<file path="src/design/qctm_pkg.sv">
// Shared types, sizes and the channel quantizer for the quantized color tally.
// No dependencies.
package qctm_pkg;

    localparam int TABLE_DEPTH = 64;
    localparam int COUNT_WIDTH = 16;
    localparam int IDX_W       = $clog2(TABLE_DEPTH);
    localparam int USED_W      = $clog2(TABLE_DEPTH + 1);

    localparam int Q_LOW_EDGE  = 44;
    localparam int Q_TOP_EDGE  = 224;
    localparam int Q_BIN       = 20;
    localparam int Q_LOW_LVL   = 10;
    localparam int Q_FIRST_LVL = 53;
    localparam int Q_TOP_LVL   = 245;
    localparam int Q_BINS      = (Q_TOP_EDGE - Q_LOW_EDGE) / Q_BIN;

    typedef enum logic [1:0] {
        CMD_ADD    = 2'd0,
        CMD_REPORT = 2'd1,
        CMD_CLEAR  = 2'd2
    } cmd_t;

    typedef struct packed {
        logic [7:0]             blue;
        logic [7:0]             green;
        logic [7:0]             red;
        logic [COUNT_WIDTH-1:0] count;
    } entry_t;

    typedef struct packed {
        logic             en;
        logic [IDX_W-1:0] addr;
        entry_t           data;
    } tbl_wr_t;

    function automatic logic [7:0] quantize(input logic [7:0] x);
        logic [7:0] lvl;
        lvl = 8'(Q_LOW_LVL);
        for (int k = 0; k <= Q_BINS; k++)
        begin
            if (x >= 8'(Q_LOW_EDGE + Q_BIN * k))
            begin
                lvl = (k == Q_BINS) ? 8'(Q_TOP_LVL) : 8'(Q_FIRST_LVL + Q_BIN * k);
            end
        end
        return lvl;
    endfunction

endpackage

</file>
<file path="src/design/quantized_color_tally_mode.sv">
// Top level of the quantized color tally: command sequencer, table scan, result register.
// Depends on qctm_pkg and qctm_table.
//
//   channel | direction | handshake          | word
//   in      | input     | in_valid/in_stall  | cmd, blue_in, green_in, red_in
//   out     | output    | out_valid/out_stall| mode_*, entries_used, table_empty, colors_dropped
//
// Add and report scan the used entries one read per cycle, bounded by the single table
// read port; an add stops at a matching entry, and a report then passes through the result
// register. Clear empties the table without a scan.
// Reset empties the table and clears the dropped flag; stored entries are not touched.
// A report result waits in the output register while a stall holds; the next word is
// taken meanwhile, and a later report waits until the register is free.
module quantized_color_tally_mode (
    input  logic                            clk,
    input  logic                            rst_n,
    input  logic                            in_valid,
    output logic                            in_stall,
    input  logic [1:0]                      cmd,
    input  logic [7:0]                      blue_in,
    input  logic [7:0]                      green_in,
    input  logic [7:0]                      red_in,
    output logic                            out_valid,
    input  logic                            out_stall,
    output logic [7:0]                      mode_blue,
    output logic [7:0]                      mode_green,
    output logic [7:0]                      mode_red,
    output logic [qctm_pkg::COUNT_WIDTH-1:0] mode_count,
    output logic [qctm_pkg::USED_W-1:0]     entries_used,
    output logic                            table_empty,
    output logic                            colors_dropped
);
    import qctm_pkg::*;

    typedef enum logic [1:0] {
        ST_IDLE,
        ST_SCAN,
        ST_RESULT
    } state_t;

    state_t              state_reg;
    cmd_t                cmd_reg;
    logic [7:0]          qb_reg, qg_reg, qr_reg;
    logic [USED_W-1:0]   used_reg;
    logic                ovf_reg;
    logic [USED_W-1:0]   rd_idx_reg;
    logic                pend_reg;
    logic [IDX_W-1:0]    pend_idx_reg;
    entry_t              best_reg;
    logic                out_valid_reg;
    logic [7:0]          out_b_reg, out_g_reg, out_r_reg;
    logic [COUNT_WIDTH-1:0] out_cnt_reg;
    logic [USED_W-1:0]   out_used_reg;
    logic                out_empty_reg;
    logic                out_drop_reg;

    tbl_wr_t             wr;
    entry_t              rd_data;
    logic                issue;
    logic                hit;
    logic                better;
    logic                scan_end;
    logic                room;
    logic                accept;
    logic                out_free;
    logic [COUNT_WIDTH-1:0] cnt_inc;

    qctm_table u_table (
        .clk     (clk),
        .wr      (wr),
        .rd_en   (issue),
        .rd_addr (rd_idx_reg[IDX_W-1:0]),
        .rd_data (rd_data)
    );

    assign in_stall = (state_reg != ST_IDLE);
    assign accept   = in_valid && !in_stall;
    assign out_free = !out_valid_reg || !out_stall;
    assign room     = (used_reg < USED_W'(TABLE_DEPTH));

    assign hit = (state_reg == ST_SCAN) && pend_reg && (cmd_reg == CMD_ADD)
                 && (rd_data.blue == qb_reg) && (rd_data.green == qg_reg)
                 && (rd_data.red == qr_reg);
    assign issue    = (state_reg == ST_SCAN) && (rd_idx_reg < used_reg) && !hit;
    assign scan_end = (state_reg == ST_SCAN) && !issue && !hit;
    assign better   = pend_reg && ((pend_idx_reg == '0) || (rd_data.count > best_reg.count));
    assign cnt_inc  = (rd_data.count == '1) ? rd_data.count : rd_data.count + 1'b1;

    always_comb
    begin
        wr.en   = 1'b0;
        wr.addr = used_reg[IDX_W-1:0];
        wr.data = '{blue: qb_reg, green: qg_reg, red: qr_reg, count: '0};
        if (hit)
        begin
            wr.en         = 1'b1;
            wr.addr       = pend_idx_reg;
            wr.data.count = cnt_inc;
        end
        else if (scan_end && (cmd_reg == CMD_ADD) && room)
        begin
            wr.en = 1'b1;
        end
    end

    always_ff @(posedge clk or negedge rst_n)
    begin
        if (!rst_n)
        begin
            state_reg     <= ST_IDLE;
            cmd_reg       <= CMD_ADD;
            qb_reg        <= '0;
            qg_reg        <= '0;
            qr_reg        <= '0;
            used_reg      <= '0;
            ovf_reg       <= 1'b0;
            rd_idx_reg    <= '0;
            pend_reg      <= 1'b0;
            pend_idx_reg  <= '0;
            best_reg      <= '0;
            out_valid_reg <= 1'b0;
            out_b_reg     <= '0;
            out_g_reg     <= '0;
            out_r_reg     <= '0;
            out_cnt_reg   <= '0;
            out_used_reg  <= '0;
            out_empty_reg <= 1'b0;
            out_drop_reg  <= 1'b0;
        end
        else
        begin
            if ((state_reg == ST_RESULT) && out_free)
            begin
                out_valid_reg <= 1'b1;
            end
            else if (out_valid_reg && !out_stall)
            begin
                out_valid_reg <= 1'b0;
            end

            unique case (state_reg)
                ST_IDLE:
                begin
                    if (accept)
                    begin
                        rd_idx_reg <= '0;
                        pend_reg   <= 1'b0;
                        best_reg   <= '0;
                        qb_reg     <= quantize(blue_in);
                        qg_reg     <= quantize(green_in);
                        qr_reg     <= quantize(red_in);
                        unique case (cmd)
                            CMD_ADD:
                            begin
                                cmd_reg   <= CMD_ADD;
                                state_reg <= ST_SCAN;
                            end
                            CMD_REPORT:
                            begin
                                cmd_reg   <= CMD_REPORT;
                                state_reg <= ST_SCAN;
                            end
                            CMD_CLEAR:
                            begin
                                used_reg <= '0;
                            end
                            default:
                            begin
                            end
                        endcase
                    end
                end
                ST_SCAN:
                begin
                    pend_reg     <= issue;
                    pend_idx_reg <= rd_idx_reg[IDX_W-1:0];
                    if (issue)
                    begin
                        rd_idx_reg <= rd_idx_reg + 1'b1;
                    end
                    if ((cmd_reg == CMD_REPORT) && better)
                    begin
                        best_reg <= rd_data;
                    end
                    if (hit)
                    begin
                        state_reg <= ST_IDLE;
                    end
                    else if (scan_end)
                    begin
                        if (cmd_reg == CMD_ADD)
                        begin
                            if (room)
                            begin
                                used_reg <= used_reg + 1'b1;
                            end
                            else
                            begin
                                ovf_reg <= 1'b1;
                            end
                            state_reg <= ST_IDLE;
                        end
                        else
                        begin
                            state_reg <= ST_RESULT;
                        end
                    end
                end
                ST_RESULT:
                begin
                    if (out_free)
                    begin
                        out_empty_reg <= (used_reg == '0);
                        out_used_reg  <= used_reg;
                        out_drop_reg  <= ovf_reg;
                        out_b_reg     <= (used_reg == '0) ? '0 : best_reg.blue;
                        out_g_reg     <= (used_reg == '0) ? '0 : best_reg.green;
                        out_r_reg     <= (used_reg == '0) ? '0 : best_reg.red;
                        out_cnt_reg   <= (used_reg == '0) ? '0 : best_reg.count;
                        state_reg     <= ST_IDLE;
                    end
                end
                default:
                begin
                    state_reg <= ST_IDLE;
                end
            endcase
        end
    end

    assign out_valid      = out_valid_reg;
    assign mode_blue      = out_b_reg;
    assign mode_green     = out_g_reg;
    assign mode_red       = out_r_reg;
    assign mode_count     = out_cnt_reg;
    assign entries_used   = out_used_reg;
    assign table_empty    = out_empty_reg;
    assign colors_dropped = out_drop_reg;

    a_used_bound: assert property (@(posedge clk) disable iff (!rst_n)
        used_reg <= USED_W'(TABLE_DEPTH))
        else $error("entry count beyond table depth");

    a_drop_sticky: assert property (@(posedge clk) disable iff (!rst_n)
        ovf_reg |=> ovf_reg)
        else $error("dropped flag cleared");

    a_write_in_scan: assert property (@(posedge clk) disable iff (!rst_n)
        wr.en |-> (state_reg == ST_SCAN) && (cmd_reg == CMD_ADD))
        else $error("table write outside an add scan");

    a_result_held: assert property (@(posedge clk) disable iff (!rst_n)
        (out_valid_reg && out_stall) |=> out_valid_reg && $stable(out_cnt_reg)
            && $stable(out_b_reg) && $stable(out_used_reg))
        else $error("stalled result overwritten");

    a_empty_zero: assert property (@(posedge clk) disable iff (!rst_n)
        (out_valid_reg && out_empty_reg) |-> (out_cnt_reg == '0) && (out_used_reg == '0))
        else $error("empty report carries data");

endmodule

</file>
<file path="src/design/qctm_table.sv">
// Color table storage: one write port, one read port, registered read data.
// Depends on qctm_pkg.
module qctm_table (
    input  logic                    clk,
    input  qctm_pkg::tbl_wr_t       wr,
    input  logic                    rd_en,
    input  logic [qctm_pkg::IDX_W-1:0] rd_addr,
    output qctm_pkg::entry_t        rd_data
);
    import qctm_pkg::*;

    entry_t mem [TABLE_DEPTH];
    entry_t rd_data_reg;

    always_ff @(posedge clk)
    begin
        if (wr.en)
        begin
            mem[wr.addr] <= wr.data;
        end
        if (rd_en)
        begin
            rd_data_reg <= mem[rd_addr];
        end
    end

    assign rd_data = rd_data_reg;

endmodule

</file>
<file path="config.mk">
export PLATFORM = sky130hd
export DESIGN_NAME = quantized_color_tally_mode
export DESIGN_NICKNAME = d
export VERILOG_FILES = /design/src/design/qctm_pkg.sv /design/src/design/quantized_color_tally_mode.sv /design/src/design/qctm_table.sv
export SDC_FILE = /design/constraint.sdc
export NUM_CORES = 2
export LEC_CHECK = 0
export BUFFER_PORTS_ARGS = -buffer_cell sky130_fd_sc_hd__buf_2
export CAP_MARGIN = 20
export CORE_MARGIN = 5
export CORE_UTILIZATION = 40
export DETAILED_ROUTE_END_ITERATION = 10
export PLACE_DENSITY_LB_ADDON = 0.08
export SYNTH_ARGS = -nofsm -noshare
export SYNTH_HDL_FRONTEND = slang
export SYNTH_SLANG_ARGS = --single-unit
export TNS_END_PERCENT = 1
</file>
<file path="constraint.sdc">
create_clock -name clk -period 6.5 [get_ports clk]
set_input_delay 1.3 -clock clk [delete_from_list [all_inputs] [get_ports clk]]
set_output_delay 1.3 -clock clk [all_outputs]
set_load 0.02 [all_outputs]
</file>
==> impl_metrics.csv <==
group,metric,value,unit
cells_and_area,final_layout_size_suffix_gt1_frac,0.2601,
logic_synthesis,synth_cell_type_count,70,
clocking,post_cts_resized,0,
cells_and_area,final_net_count,5465,
clocking,htreeDepth,5,
sta,rsz0062_at_grt,"no",
grt,antenna_found_initial,25,
logic_synthesis,yosys-top-cells-area,"edfxtp_1 (73%), mux4_2 (13%), dfrtp_1 (3.3%)",
placement,numPortBuffers,74,
logic_synthesis,ys_ff_latch,2739,
power,power.density,379.0,nW/um^2
logic_synthesis,synth_largest_area_cell,"edfxtp_1",
clocking,cts_max_path_buffers,4,
worst_setup_path,endpoint_kind,"flop",
sta,hold_violations,0,
job,maxCapViolations,0,
sta,relSlewSlack,0.05347,
placement,dpl.cell_count,8634,
logic_synthesis,synthTopCellsByCount,"edfxtp_1 (2600), mux4_2 (637), nand2_1 (294)",
detailed_routing,routedWlPerCell,33.38,um
clocking,ctsHoldBuffers,0,
sta,drv_slew,0,
placement,dp_hpwl,172.9,mm
clocking,clk_pin_slew,0.06,ns
logic_synthesis,postSynthAreaPerCell,20.83,um^2
logic_synthesis,synth_xor_area_frac,0.002881,
sta,fmax,210.9,MHz
clocking,cts_made_buffers,303,
clocking,cts_setup_buffers,0,
detailed_routing,via_count,53440,
detailed_routing,drc,0,
logic_synthesis,synthAdderAreaFrac,0.003058,
worst_setup_path,required,7.06,ns
sta,min_period,4.740,ns
worst_setup_path,worstPathMaxFanout,48,
cells_and_area,area_delta_synth_final,14.76,%
grt,grt_max_degree,102,
logic_synthesis,syn_nets,5163,
placement,pre_cts_slack,1.771,ns
placement,gp_congestion,0.8108,
sta,setup_viol,0,
logic_synthesis,synth_flop_cell,"edfxtp_1",
worst_setup_path,cp_slowest_cell,"dfrtp_4",
sta,fin_setup_tns,0,ns
detailed_routing,firstDrtPassIters,5,
clocking,numClockSinks,2739,
worst_setup_path,cpLargestDelayFamily,"compound AO/OA/AOI/OAI gates",
min_path,hold_class,"input port to async pin",
die,die_h,525.7,um
grt,gr-total-overflow,0,
grt,grt_pass1_vias,54562,
detailed_routing,ant_nets,0,
die,die_area,276400,um^2
logic_synthesis,synthMostInstantiatedCell,"edfxtp_1",
detailed_routing,wirelength,306.3,mm
sta,worst_pin_slew,1.420,ns
cells_and_area,largest_register_ff_count,2560,
power,total_power,46.27,mW
logic_synthesis,synth_compound_gate_area_share,0.03829,
logic_synthesis,ys_async_sr_fraction,0.05075,
logic_synthesis,synth_top_family_by_area,"multiplexers",
worst_setup_path,crit_arrival,5.30,ns
worst_setup_path,critPathMaxStageDelay,1.10,ns
die,num_io_pins,81,
sta,finalCritPeriodShare,0.7293,
sta,setup_ws,1.760,ns
clocking,clockRootBuffer,"clkbuf_16",
die,rows,189,
grt,track_usage,0.2181,
detailed_routing,viasPerCell,5.824,
logic_synthesis,yosysTopAreaCellShare,0.7339,
logic_synthesis,synth-edff-count,2600,
grt,grt_pass1_wl,428.5,mm
sta,clock_skew,0.05608,ns
worst_setup_path,start_kind,"flop",
logic_synthesis,ys_seq_area_frac,0.7666,
logic_synthesis,synthSimpleGateAreaFrac,0.02483,
die,dieWidth,525.7,um
clocking,clk_latency,0.87,ns
logic_synthesis,synth_warnings,0,
worst_setup_path,path_cells,"buf_12 -> buf_4 -> mux4_2 -> mux2i_1 -> a22o_1 -> a221oi_1 -> and3_1",
power,irDropWorstVdd,0.0002074,V
worst_setup_path,crit_buf_inv,2,
die,initial_core_util,0.4013,
logic_synthesis,muxShareOfSynthArea,0.1493,
clocking,cts_tree,"yes",
detailed_routing,drt_iter0_markers,5713,
worst_setup_path,critical_path_class,"flop to flop",
run_status,status,"completed",
cells_and_area,instances_no_fill,9176,
power,leakagePower,35.34,nW
die,core-area,265100,um^2
logic_synthesis,synth_area,106400,um^2
logic_synthesis,netlist_instances,5107,
-- final cells by class --
| class | instances | area (um^2) |
|---|---|---|
| clock inverters | 128 | 899.6 |
| inverters | 35 | 131.4 |
| clock buffers | 397 | 8195 |
| diodes | 14 | 35.03 |
| repair buffers | 304 | 2446 |
| well taps | 3533 | 4420 |
| fillers | 22264 | 143000 |
| flip-flops and latches | 2739 | 81600 |
| multi-input cells | 2026 | 24360 |
-- report_power, final --
group / switching, mW / leakage (nW) / internal (mW)
logic: 5.61 / 7.60 / 3.05
clock network: 6.78 / 4.44 / 9.27
registers: 0.506 / 23.3 / 21.1
-- metrics by stage --
stage,instance area [um^2],util,hold WS [ns]
4_1_cts,122000,0.4603,0.3548
3_3_place_gp,112900,0.4260,0.4618
6_report,122100,0.4605,0.4055
3_5_place_dp,112900,0.4260,0.4643
5_1_grt,122100,0.4604,0.4111
2_1_floorplan,106400,-,0.4364
-- layout by cell type (no fill, tap or decap), types with 31 or more instances in the layout --
cell / Yosys / routed
a21oi_1: 65 / 60
a221oi_1: 79 / 79
a22o_1: 46 / 46
a22oi_1: 69 / 69
buf_2: 69 / 74
buf_4: 48 / 201
clkbuf_1: 153 / 77
clkbuf_16: 0 / 311
clkinv_1: 1 / 74
clkinv_2: 0 / 31
dfrtp_1: 139 / 111
edfxtp_1: 2600 / 2600
inv_1: 33 / 32
mux2i_1: 139 / 139
mux4_2: 637 / 637
nand2_1: 294 / 290
nor2_1: 87 / 76
nor3_1: 39 / 36
o21ai_0: 118 / 117
o22ai_1: 117 / 62
o22ai_4: 0 / 55
-- worst reg2reg max path, stage by stage (launching register included) --
cell and delay [ns]:
dfrtp_4 1.10, buf_12 0.42, buf_4 0.52, mux4_2 0.28
mux2i_1 0.13, a22o_1 0.30, a221oi_1 1.09, and3_1 0.62
-- cell families after synthesis --
| kind of cell | count (synthesis) |
|---|---|
| flip-flops | 2739 |
| multiplexers | 789 |
| AO/OA/AOI/OAI | 597 |
| AND/OR/NAND/NOR | 579 |
| buffers and inverters | 342 |
| XOR/XNOR | 35 |
| adder cells (fa/ha/maj) | 26 |
-- metal layers --
metal | part of all wire | track usage | up-vias
met2 | 0.46 | 0.3394 | 1707
li1 | - | - | 22037
met4 | 0.022 | 0.04881 | 8
met3 | 0.068 | 0.04831 | 408
met5 | 0.00018 | 0 | -
met1 | 0.44 | 0.3169 | 29280
-- worst paths after layout --
| path | start | end | slack, ns | cells after the start |
|---|---|---|---|---|
| hold / removal | rst_n | mode_blue[2] | 0.41 | 1 |
| setup / recovery | rd_idx_reg[0] | u_table.rd_data[18] | 1.76 | 7 |
| min in group clk | mode_count[6] | mode_count[6] | 0.47 | 2 |
| setup reg to reg | rd_idx_reg[0] | u_table.rd_data[18] | 1.76 | 7 |
| hold reg to reg | mode_count[6] | mode_count[6] | 0.47 | 2 |
| max in group asynchronous | rst_n | qr_reg[6] | 4.92 | 2 |
Power figures use the tool's default switching activity.
